### src/rtl/rne_pkg.sv
// ----------------------------------------------------------------------------
// rne_pkg
// Shared types, character codes and the control program of the Roman
// numeral encoder.
// ----------------------------------------------------------------------------
package rne_pkg;

  // ascii codes of the numeral letters
  localparam logic [6:0] CH_I    = 7'h49;
  localparam logic [6:0] CH_V    = 7'h56;
  localparam logic [6:0] CH_X    = 7'h58;
  localparam logic [6:0] CH_L    = 7'h4C;
  localparam logic [6:0] CH_C    = 7'h43;
  localparam logic [6:0] CH_D    = 7'h44;
  localparam logic [6:0] CH_M    = 7'h4D;
  localparam logic [6:0] CH_NONE = 7'h00;

  // largest value that has a numeral
  localparam logic [11:0] MAX_VALUE = 12'd3999;

  // decimal places
  typedef logic [1:0] place_t;
  localparam place_t PLACE_ONES      = 2'd0;
  localparam place_t PLACE_TENS      = 2'd1;
  localparam place_t PLACE_HUNDREDS  = 2'd2;
  localparam place_t PLACE_THOUSANDS = 2'd3;

  // which symbol of a place
  typedef enum logic [1:0] {
    KIND_ONE,
    KIND_FIVE,
    KIND_TEN
  } kind_e;

  // micro operations
  typedef enum logic [2:0] {
    OP_SPLIT100,
    OP_SPLIT10,
    OP_THOU,
    OP_HEAD,
    OP_TAIL,
    OP_END,
    OP_ERR
  } op_e;

  typedef logic [3:0] uaddr_t;

  // one control word
  typedef struct packed {
    op_e    op;
    place_t place;
    uaddr_t jump;
  } ucode_t;

  // entry points of the program
  localparam uaddr_t UA_START = 4'd0;
  localparam uaddr_t UA_ERR   = 4'd10;

  // controls of the decimal digit datapath
  typedef struct packed {
    logic load;
    logic split100;
    logic split10;
    logic dec_th;
  } bcd_ctrl_t;

  // control program: split digits, thousands, then head and tail of each place
  function automatic ucode_t ucode_rom(uaddr_t addr);
    ucode_t w;
    case (addr)
      4'd0:    w = '{op: OP_SPLIT100, place: PLACE_HUNDREDS,  jump: 4'd1};
      4'd1:    w = '{op: OP_SPLIT10,  place: PLACE_TENS,      jump: 4'd2};
      4'd2:    w = '{op: OP_THOU,     place: PLACE_THOUSANDS, jump: 4'd3};
      4'd3:    w = '{op: OP_HEAD,     place: PLACE_HUNDREDS,  jump: 4'd5};
      4'd4:    w = '{op: OP_TAIL,     place: PLACE_HUNDREDS,  jump: 4'd5};
      4'd5:    w = '{op: OP_HEAD,     place: PLACE_TENS,      jump: 4'd7};
      4'd6:    w = '{op: OP_TAIL,     place: PLACE_TENS,      jump: 4'd7};
      4'd7:    w = '{op: OP_HEAD,     place: PLACE_ONES,      jump: 4'd9};
      4'd8:    w = '{op: OP_TAIL,     place: PLACE_ONES,      jump: 4'd9};
      4'd9:    w = '{op: OP_END,      place: PLACE_ONES,      jump: UA_START};
      4'd10:   w = '{op: OP_ERR,      place: PLACE_ONES,      jump: UA_START};
      default: w = '{op: OP_END,      place: PLACE_ONES,      jump: UA_START};
    endcase
    return w;
  endfunction

  // letter for a symbol kind at a place
  function automatic logic [6:0] sym_for(kind_e kind, place_t place);
    logic [6:0] s;
    s = CH_M;
    case (place)
      PLACE_ONES: begin
        case (kind)
          KIND_ONE:  s = CH_I;
          KIND_FIVE: s = CH_V;
          default:   s = CH_X;
        endcase
      end
      PLACE_TENS: begin
        case (kind)
          KIND_ONE:  s = CH_X;
          KIND_FIVE: s = CH_L;
          default:   s = CH_C;
        endcase
      end
      PLACE_HUNDREDS: begin
        case (kind)
          KIND_ONE:  s = CH_C;
          KIND_FIVE: s = CH_D;
          default:   s = CH_M;
        endcase
      end
      default: s = CH_M;
    endcase
    return s;
  endfunction

endpackage

### src/rtl/rne_bcd.sv
// ----------------------------------------------------------------------------
// rne_bcd
// Binary to decimal digit split: thousands on load, then hundreds, then
// tens and ones, one step per control pulse.
// ----------------------------------------------------------------------------
module rne_bcd (
  input  logic              clk_i,
  input  logic              rst_ni,
  input  rne_pkg::bcd_ctrl_t ctrl_i,
  input  logic [11:0]       number_i,
  output logic [1:0]        th_o,
  output logic [3:0]        hu_o,
  output logic [3:0]        te_o,
  output logic [3:0]        on_o
);
  import rne_pkg::*;

  logic [1:0]  th_q, th_d;
  logic [3:0]  hu_q, hu_d;
  logic [3:0]  te_q, te_d;
  logic [3:0]  on_q, on_d;
  logic [9:0]  rem_q, rem_d;

  logic [1:0]  th_load;
  logic [11:0] th_value;
  logic [15:0] prod100;
  logic [3:0]  hu_new;
  logic [9:0]  hu_x100;
  logic [14:0] prod10;
  logic [3:0]  te_new;
  logic [6:0]  te_x10;

  // thousands by compare
  always_comb begin
    if (number_i >= 12'd3000) begin
      th_load  = 2'd3;
      th_value = 12'd3000;
    end else if (number_i >= 12'd2000) begin
      th_load  = 2'd2;
      th_value = 12'd2000;
    end else if (number_i >= 12'd1000) begin
      th_load  = 2'd1;
      th_value = 12'd1000;
    end else begin
      th_load  = 2'd0;
      th_value = 12'd0;
    end
  end

  // hundreds by reciprocal multiply, exact below 1000
  assign prod100 = 16'(rem_q) * 16'd41;
  assign hu_new  = prod100[15:12];
  assign hu_x100 = 10'(hu_new) * 10'd100;

  // tens by reciprocal multiply, exact below 100
  assign prod10 = 15'(rem_q[6:0]) * 15'd205;
  assign te_new = prod10[14:11];
  assign te_x10 = 7'(te_new) * 7'd10;

  // next digit values
  always_comb begin
    th_d  = th_q;
    hu_d  = hu_q;
    te_d  = te_q;
    on_d  = on_q;
    rem_d = rem_q;
    if (ctrl_i.load) begin
      th_d  = th_load;
      rem_d = 10'(number_i - th_value);
    end
    if (ctrl_i.dec_th) begin
      th_d = th_q - 2'd1;
    end
    if (ctrl_i.split100) begin
      hu_d  = hu_new;
      rem_d = rem_q - hu_x100;
    end
    if (ctrl_i.split10) begin
      te_d = te_new;
      on_d = 4'(rem_q[6:0] - te_x10);
    end
  end

  // digit registers
  always_ff @(posedge clk_i or negedge rst_ni) begin
    if (!rst_ni) begin
      th_q  <= '0;
      hu_q  <= '0;
      te_q  <= '0;
      on_q  <= '0;
      rem_q <= '0;
    end else begin
      th_q  <= th_d;
      hu_q  <= hu_d;
      te_q  <= te_d;
      on_q  <= on_d;
      rem_q <= rem_d;
    end
  end

  assign th_o = th_q;
  assign hu_o = hu_q;
  assign te_o = te_q;
  assign on_o = on_q;

endmodule

### src/rtl/roman_numeral_encoder.sv
// ----------------------------------------------------------------------------
// roman_numeral_encoder
// Converts a 12-bit number into its subtractive Roman numeral, one ASCII
// letter per strobe, most significant first.
// ----------------------------------------------------------------------------
// A number is taken when start is high and busy is low. Letters come out one
// per cycle, with gaps at split steps and steps that give no letter, on
// symbol_o with strobe_o high for exactly one cycle each; the receiver cannot
// stall them, so it must take every strobe. last_o marks the final letter.
// Inputs of 0 or above 3999 give a single strobe with symbol 0, last 1 and
// error 1. After the transfer of a valid number the block splits it into
// decimal digits in a hundreds step and a tens step, then takes a step per
// letter, a step when there are no thousands and a step for each zero
// hundreds or tens digit that still has letters after it; zero digits after
// the final letter take no step. The microcode sequencer steps once per
// cycle and holds busy until the final letter is made. Each letter appears
// in the cycle after the step that makes it.
module roman_numeral_encoder (
  input  logic        clk_i,
  input  logic        rst_ni,
  input  logic        start,
  input  logic [11:0] number_i,
  output logic        busy,
  output logic        strobe_o,
  output logic [6:0]  symbol_o,
  output logic        last_o,
  output logic        error_o
);
  import rne_pkg::*;

  logic        active_q, active_d;
  uaddr_t      upc_q, upc_d;
  logic [1:0]  cnt_q, cnt_d;
  kind_e       kind_q, kind_d;
  logic        strobe_q;
  logic [6:0]  symbol_q;
  logic        last_q;
  logic        error_q;

  logic        accept;
  logic        num_err;
  ucode_t      uw;
  bcd_ctrl_t   bcd_ctrl;
  logic [1:0]  th;
  logic [3:0]  hu;
  logic [3:0]  te;
  logic [3:0]  on;
  logic [3:0]  digit;
  logic        lower_zero;
  logic        emit;
  logic [6:0]  sym;
  logic        lst;
  logic        err;
  kind_e       head_kind;
  logic [3:0]  digit_m5;

  assign accept  = start && !busy;
  assign num_err = (number_i == 12'd0) || (number_i > MAX_VALUE);
  assign uw      = ucode_rom(upc_q);
  assign digit_m5 = digit - 4'd5;

  // decimal digits
  rne_bcd u_bcd (
    .clk_i    (clk_i),
    .rst_ni   (rst_ni),
    .ctrl_i   (bcd_ctrl),
    .number_i (number_i),
    .th_o     (th),
    .hu_o     (hu),
    .te_o     (te),
    .on_o     (on)
  );

  // digit of the current place and whether lower places add letters
  always_comb begin
    case (uw.place)
      PLACE_HUNDREDS: begin
        digit      = hu;
        lower_zero = (te == 4'd0) && (on == 4'd0);
      end
      PLACE_TENS: begin
        digit      = te;
        lower_zero = (on == 4'd0);
      end
      PLACE_ONES: begin
        digit      = on;
        lower_zero = 1'b1;
      end
      default: begin
        digit      = 4'd0;
        lower_zero = (hu == 4'd0) && (te == 4'd0) && (on == 4'd0);
      end
    endcase
  end

  // sequencer: execute the current control word
  always_comb begin
    active_d  = active_q;
    upc_d     = upc_q;
    cnt_d     = cnt_q;
    kind_d    = kind_q;
    bcd_ctrl  = '0;
    emit      = 1'b0;
    sym       = CH_NONE;
    lst       = 1'b0;
    err       = 1'b0;
    head_kind = KIND_ONE;
    if (accept) begin
      active_d      = 1'b1;
      upc_d         = num_err ? UA_ERR : UA_START;
      bcd_ctrl.load = 1'b1;
    end else if (active_q) begin
      case (uw.op)
        OP_SPLIT100: begin
          bcd_ctrl.split100 = 1'b1;
          upc_d             = uw.jump;
        end
        OP_SPLIT10: begin
          bcd_ctrl.split10 = 1'b1;
          upc_d            = uw.jump;
        end
        OP_THOU: begin
          if (th != 2'd0) begin
            emit            = 1'b1;
            sym             = CH_M;
            bcd_ctrl.dec_th = 1'b1;
            lst             = (th == 2'd1) && lower_zero;
            upc_d           = (th > 2'd1) ? upc_q : uw.jump;
          end else begin
            upc_d = uw.jump;
          end
        end
        OP_HEAD: begin
          // first letter of the digit and what remains after it
          case (digit)
            4'd1, 4'd2, 4'd3: begin
              emit      = 1'b1;
              head_kind = KIND_ONE;
              kind_d    = KIND_ONE;
              cnt_d     = digit[1:0] - 2'd1;
            end
            4'd4: begin
              emit      = 1'b1;
              head_kind = KIND_ONE;
              kind_d    = KIND_FIVE;
              cnt_d     = 2'd1;
            end
            4'd5, 4'd6, 4'd7, 4'd8: begin
              emit      = 1'b1;
              head_kind = KIND_FIVE;
              kind_d    = KIND_ONE;
              cnt_d     = digit_m5[1:0];
            end
            4'd9: begin
              emit      = 1'b1;
              head_kind = KIND_ONE;
              kind_d    = KIND_TEN;
              cnt_d     = 2'd1;
            end
            default: begin
              cnt_d = 2'd0;
            end
          endcase
          sym   = sym_for(head_kind, uw.place);
          lst   = emit && (cnt_d == 2'd0) && lower_zero;
          upc_d = (emit && (cnt_d != 2'd0)) ? upc_q + 4'd1 : uw.jump;
        end
        OP_TAIL: begin
          emit  = 1'b1;
          sym   = sym_for(kind_q, uw.place);
          cnt_d = cnt_q - 2'd1;
          lst   = (cnt_q == 2'd1) && lower_zero;
          upc_d = (cnt_q == 2'd1) ? uw.jump : upc_q;
        end
        OP_ERR: begin
          emit = 1'b1;
          sym  = CH_NONE;
          lst  = 1'b1;
          err  = 1'b1;
        end
        OP_END: begin
          active_d = 1'b0;
        end
        default: begin
          active_d = 1'b0;
        end
      endcase
      if (emit && lst) begin
        active_d = 1'b0;
      end
    end
  end

  // control registers
  always_ff @(posedge clk_i or negedge rst_ni) begin
    if (!rst_ni) begin
      active_q <= 1'b0;
      upc_q    <= UA_START;
      cnt_q    <= 2'd0;
      kind_q   <= KIND_ONE;
      strobe_q <= 1'b0;
    end else begin
      active_q <= active_d;
      upc_q    <= upc_d;
      cnt_q    <= cnt_d;
      kind_q   <= kind_d;
      strobe_q <= emit;
    end
  end

  // result registers
  always_ff @(posedge clk_i) begin
    symbol_q <= sym;
    last_q   <= lst;
    error_q  <= err;
  end

  assign busy     = active_q;
  assign strobe_o = strobe_q;
  assign symbol_o = symbol_q;
  assign last_o   = last_q;
  assign error_o  = error_q;

  // an error result is a lone zero symbol
  a_err_lone : assert property (@(posedge clk_i) disable iff (!rst_ni)
    (strobe_o && error_o) |-> (last_o && (symbol_o == CH_NONE)))
    else $error("error result without last or with nonzero symbol");

  // a transfer starts the sequencer
  a_accept_busy : assert property (@(posedge clk_i) disable iff (!rst_ni)
    (start && !busy) |=> busy)
    else $error("busy not raised after a transfer");

  // the final letter is not followed at once by another
  a_last_gap : assert property (@(posedge clk_i) disable iff (!rst_ni)
    (strobe_o && last_o) |=> !strobe_o)
    else $error("strobe right after the final letter");

  // letters come only from a running sequence
  a_strobe_busy : assert property (@(posedge clk_i) disable iff (!rst_ni)
    strobe_o |-> $past(busy))
    else $error("strobe without a running sequence");

  // tail steps only run with letters left in the digit
  a_tail_cnt : assert property (@(posedge clk_i) disable iff (!rst_ni)
    (active_q && (uw.op == OP_TAIL)) |-> (cnt_q != 2'd0))
    else $error("tail step with no letters left");

endmodule

### config.mk
export PLATFORM = sky130hd
export DESIGN_NAME = roman_numeral_encoder
export DESIGN_NICKNAME = d
export VERILOG_FILES = /design/src/rtl/rne_pkg.sv /design/src/rtl/rne_bcd.sv /design/src/rtl/roman_numeral_encoder.sv
export SDC_FILE = /design/constraint.sdc
export NUM_CORES = 1
export LEC_CHECK = 0
export BUFFER_PORTS_ARGS = -buffer_cell sky130_fd_sc_hd__buf_2
export CELL_PAD_IN_SITES_DETAIL_PLACEMENT = 0
export CELL_PAD_IN_SITES_GLOBAL_PLACEMENT = 2
export CORE_MARGIN = 4
export CORE_UTILIZATION = 43
export CTS_CLUSTER_DIAMETER = 120
export DETAILED_ROUTE_END_ITERATION = 10
export PLACE_DENSITY_LB_ADDON = 0.1
export SLEW_MARGIN = 10
export SYNTH_ARGS = -nofsm -noshare
export SYNTH_HDL_FRONTEND = slang
export SYNTH_SLANG_ARGS = --single-unit
### constraint.sdc
create_clock -name clk_i -period 16.2 [get_ports clk_i]
set_input_delay 3.24 -clock clk_i [delete_from_list [all_inputs] [get_ports clk_i]]
set_output_delay 3.24 -clock clk_i [all_outputs]
set_load 0.005 [all_outputs]
## Word-level counts from Yosys, hierarchy flattened

Memories as Yosys holds them, arrays and structs flattened.
Index checks and enable logic that the tools add are counted.

- Bits in registers: 43
- Bits in latches: 0
- Bits in writable memories: 0
- Bits in read-only memories: 144
- Bits of input ports: 15
- Output and inout bits: 11
- Word-level logic and storage cells: 161
- Memories kept: 1

Memory list:

| name | words | width | rd ports | clocked after memory_dff | wr ports | line | source |
|---|---|---|---|---|---|---|---|
| (name not given) | 16 | 9 | 1 | 0 | 0 | rne_pkg.sv:70 | `case (addr)` |

- $add $sub $neg: 8
- Multiply operators: 4
- Divide/modulo/power cells: 0
- Magnitude comparators: 5
- Eq/ne operators: 22
- Shift-type cells: 0
- Muxes and demuxes: 65
- Bitwise operators: 2
- Reduce and logical (&&, ||, !) cells: 41

Operators by type and width:

| cell | count |
|---|---|
| 7-bit case mux with 3 select lines | 3 |
| 10-bit 2-to-1 mux | 5 |
| 5-bit case mux with 2 select lines | 4 |
| 4-bit 2-to-1 mux | 7 |
| 1-bit 2-to-1 mux | 23 |
| 2-bit 2-to-1 mux | 10 |
| 10-bit subtractor | 2 |
| 4-bit by 3-bit equality test with 1-bit output, second input constant | 4 |
| 10-bit by 6-bit multiplier with 16-bit output, second input constant | 1 |
| 4-bit case mux with 2 select lines | 2 |
| 4-bit case mux with 4 select lines | 1 |
| 7-bit by 8-bit multiplier with 15-bit output, second input constant | 1 |
| 12-bit by 10-bit >= comparator with 1-bit output, second input constant | 1 |
| 12-bit by 11-bit >= comparator with 1-bit output, second input constant | 1 |
| 12-bit >= comparator, second input constant | 1 |
| 12-bit greater-than comparator, second input constant | 1 |
| 12-bit zero test | 1 |
| 4-bit zero test | 3 |
| 2-bit case mux with 3 select lines | 2 |
| 4-bit case mux with 3 select lines | 1 |
| 2-bit nonzero test | 6 |
| 2-bit by 1-bit equality test with 1-bit output, second input constant | 5 |
| 1-bit logical AND | 10 |
| 9-bit OR reduction | 1 |
| 34 further kinds | 51 |

## Depth between registers and ports, before layout

An unclocked memory read counts as a cell.

- Depth in word-level cells: 19
- Depth in mapped cells: 22
- Gate-level depth less buffers: 22

## Modules after synthesis

A second synthesis with hierarchy kept.

- Cells, all modules: 552
- Area, all modules: 5022.3 sq um

Modules (own cells, without submodules):

| module | times used | cells an instance | area each (sq um) | seq. area each (sq um) |
|---|---|---|---|---|
| rne_bcd | 1 | 324 | 3210.6 | 600.6 |
| roman_numeral_encoder | 1 | 228 | 1811.7 | 410.4 |

## Worst setup path before layout

No wires, ideal clock.

- Path kind: input to register
- Start point: input port number_i[3]
- End point: register u_bcd.rem_q[9]
- Setup time: 0.137 ns
- Data arrival time: 5.189 ns
- Data required time: 16.063 ns
- Slack: 10.874 ns
- Cell stages on the path: 14
- Buffers on the path: 0
- Cell sequence: a31oi_1 nor2_1 o21ai_0 a21boi_0 inv_1 ha_1 fa_1 inv_1 a21o_1 a21oi_1 o21bai_1 a21oi_1 xnor2_1 o211ai_1

- Longest elaborated chain between the ends: 7
- Elaborated cells between the ends (all ways): 9
- Classes of those cells: add/sub: 1; order compare: 3; mux: 5

Ends and longest elaborated chain:

| item | line | source |
|---|---|---|
| from (decl) | roman_numeral_encoder.sv:22 | `input logic [11:0] number_i,` |
| 12-bit by 10-bit >= comparator with 1-bit output | rne_bcd.sv:41 | `end else if (number_i >= 12'd1000) begin` |
| 10-bit 2-to-1 mux | rne_bcd.sv:41 |  |
| 10-bit 2-to-1 mux | rne_bcd.sv:38 | `end else if (number_i >= 12'd2000) begin` |
| 10-bit 2-to-1 mux | rne_bcd.sv:35 | `if (number_i >= 12'd3000) begin` |
| 10-bit subtractor * | rne_bcd.sv:69 | `rem_d = 10'(number_i - th_value);` |
| 10-bit 2-to-1 mux * | rne_bcd.sv:67 | `if (ctrl_i.load) begin` |
| 10-bit 2-to-1 mux * | rne_bcd.sv:74 | `if (ctrl_i.split100) begin` |
| to (signal assigned) | rne_bcd.sv:97 | `rem_q <= rem_d;` |
| to (decl) | rne_bcd.sv:22 | `logic [9:0] rem_q, rem_d;` |

Mark *: on every way between the ends. The rest lies on a longest branch, timed or not. The select of a mux whose other input is x is not followed.
A chain may end at the register's enable or synchronous reset.

## Worst setup path after layout

- Start point: register u_bcd.rem_q[3]
- End point: register u_bcd.rem_q[9]

- Longest elaborated chain between the ends: 4

Ends and longest elaborated chain:

| item | line | source |
|---|---|---|
| 10-bit by 6-bit multiplier with 16-bit output | rne_bcd.sv:51 | `assign prod100 = 16'(rem_q) * 16'd41;` |
| 4-bit by 5-bit multiplier with 8-bit output | rne_bcd.sv:53 | `assign hu_x100 = 10'(hu_new) * 10'd100;` |
| net u_bcd.hu_x100[3] | rne_bcd.sv:28 | `logic [9:0] hu_x100;` |
| 10-bit subtractor | rne_bcd.sv:76 | `rem_d = rem_q - hu_x100;` |
| 10-bit 2-to-1 mux | rne_bcd.sv:74 |  |

The timed path passes the listed nets, and every way through them passes these cells.

==> metrics <==
sequential area share after synthesis between 20% and 30%; Starting Density between 40% and 50%; Post-synth EDFFs 0; largest net degree at the start of global routing 35; WP data arrival 5.80 ns; Longest Clk Path Bufs 2; Max-Cap Viols 0; status completed; Die W 114 um; CP endpoint kind flop; share of layout cells above drive strength 1 between 10 and 15%; Vias/cell 5.67; CTS Hold Bufs 0; root buffer cell clkbuf_8; first-pass detailed-route iteration total 4; minimum clock period 5.64 ns; CTS buffer count 5; initial antenna violation count 0; top cells by count, synth ha_1 (95), inv_1 (51), nand2_1 (35); Die H about 110 um; ANT nets after route 0; routed wire length between 10000 and 15000 um; Ports 26; DR iter-0 viols 187; worst slew pin tran around 0.82 ns; post-synth top area share 24.8%; wire per inst between 15 and 20 um; Final Cycle Share between 30% and 40%; #FFs+latches synth 42; TritonCTS clock tree yes; Netlist Area Pre-Place around 4800 sq um; vias around 3800; Max Fclk about 0.18 GHz; Post-CTS Resized 0; critical path class reg2reg; grt ovf 0; Mean Syn Cell Area between 9 and 10 sq um; Net Count, Synth ~640; top post-synthesis cells by area ha_1 (25%), dfrtp_1 (18%), fa_1 (6.7%); Post-Syn Instances around 520; Slew Viols, Final 0; Post-synth top flop dfrtp_1; leading area contributor after synthesis ha_1; first-pass GRT wire length between 15000 and 20000 um; Final Hold Vio Count 0; RSZ-0062 raised after global routing false; asr flop ratio synth about 81%; total setup buffers inserted after CTS 0; Clock Pin Slew Worst Setup and Hold Paths about 0.090 ns; skew final slightly below 0.006 ns; total negative slack 0 ns; Final setup viols 0; number of global-route vias before repair slightly below 4000; IO Port Bufs 24; DPL Wire Length 8910 um; CP max FO 10; full die area approximately 13000 sq um; Area Overhead vs Synth 6.76%; Layout Nets 659; Yosys warning total 0; Max-slew headroom between 40 and 50%; GPL Wtd Cong about 0.84; critical path required time approximately 16 ns; H-tree Lvls 2; core area 10900 sq um; DRC violations left 0; worst skew pair latency approximately 0.30 ns; Fill cells about 1100; GRT Resource Usage Total 18.0%; Rows 38; most frequent cell after synthesis ha_1; unique cell type count in the Yosys netlist just under 70; Worst Setup Start Kind flop; # diodes 0; Clock Sink Count 42; Hold WC Path Type reg2reg
==> sequential cells by signal (all words and copies together), names as in the netlist <==
name / count
u_bcd.th_o: 2
upc_q: 4
u_bcd.hu_o: 4
error_o: 1
cnt_q: 2
last_o: 1
u_bcd.on_o: 4
busy: 1
u_bcd.rem_q: 10
kind_q: 2
strobe_o: 1
symbol_o: 6
u_bcd.te_o: 4
==> logic make-up after synthesis <==
family / synth area share (%)
simple gates: 11.7
fa+ha+maj: 31.5
xor+xnor: 5.11
other cells: 0.0782
buf+inv: 6.00
compound gates: 21.3
mux: 3.29
flops: 21.1
==> per-stage QoR <==
step | hold slack [ns] | utilization [%] | cells | cell area [sq um] | worst slack [ns]
floorplan | 0.448 | - | 516 | 4800 | 10.87
global placement | 0.476 | 46.0 | 666 | 5010 | 10.40
detailed placement | 0.466 | 46.0 | 666 | 5010 | 10.40
CTS | 0.482 | 47.0 | 674 | 5120 | 10.50
global route | 0.537 | 47.0 | 674 | 5120 | 10.15
finish | 0.476 | 47.0 | 674 | 5120 | 10.56
==> cell type report <==
type                    instances  area, sq um  share of cell area, %
clock inverters                 2         37.5                  0.733
flip-flops and latches         42         1010                   19.7
well taps                     140          175                   3.42
inverters                      51          191                   3.74
repair buffers                 26          135                   2.64
clock buffers                   6         72.6                   1.42
multi-input cells             407         3500                   68.3
==> metal layers <==
layer  vias to the layer above  track usage (%)  share of wire (%)
met4                         0             3.61               0.96
li1                       1891                -                  -
met5                         -                0                  0
met2                        57             28.6                 45
met3                        11             2.33                3.9
met1                      1864             26.4                 50
==> cells in the final DEF (no fill, tap or decap), types with 10 or more instances in the layout <==
cell type / netlist / final
nor2_1: 21 / 21
dfrtp_1: 34 / 34
o21ai_1: 11 / 11
a21oi_1: 28 / 28
inv_1: 51 / 51
ha_1: 95 / 95
o21ai_0: 24 / 24
nand2_1: 35 / 35
fa_1: 16 / 16
nand3_1: 12 / 12
xnor2_1: 19 / 19
a21o_1: 10 / 10
buf_2: 2 / 24
==> final timing paths <==
path	endpoint	slack, ns	cells after the start	startpoint
min in group asynchronous	u_bcd.te_o[3]	3.03	1	rst_ni
max	u_bcd.rem_q[9]	10.56	22	u_bcd.rem_q[3]
max reg2reg	u_bcd.rem_q[9]	10.56	22	u_bcd.rem_q[3]
max in group asynchronous	u_bcd.th_o[1]	12.65	1	rst_ni
min reg2reg	cnt_q[0]	0.48	1	cnt_q[0]
min	cnt_q[0]	0.48	1	cnt_q[0]
==> critical path, cell delays in order (launching register included) <==
cell	delay, ns
dfrtp_1	0.53
ha_1	0.37
inv_1	0.06
fa_1	0.50
inv_1	0.04
ha_1	0.28
ha_1	0.29
nand2_1	0.06
o21ai_1	0.07
a2111oi_0	0.57
o21bai_1	0.18
a211oi_1	0.27
a21oi_1	0.12
ha_1	0.32
ha_1	0.22
fa_1	0.49
inv_1	0.04
ha_1	0.32
or2_2	0.29
a21oi_1	0.14
a21oi_1	0.06
mux2i_1	0.16
o211ai_1	0.10
Power is not shown: default switching activity piles up to over one toggle a cycle in this logic, so the estimate is an artifact.
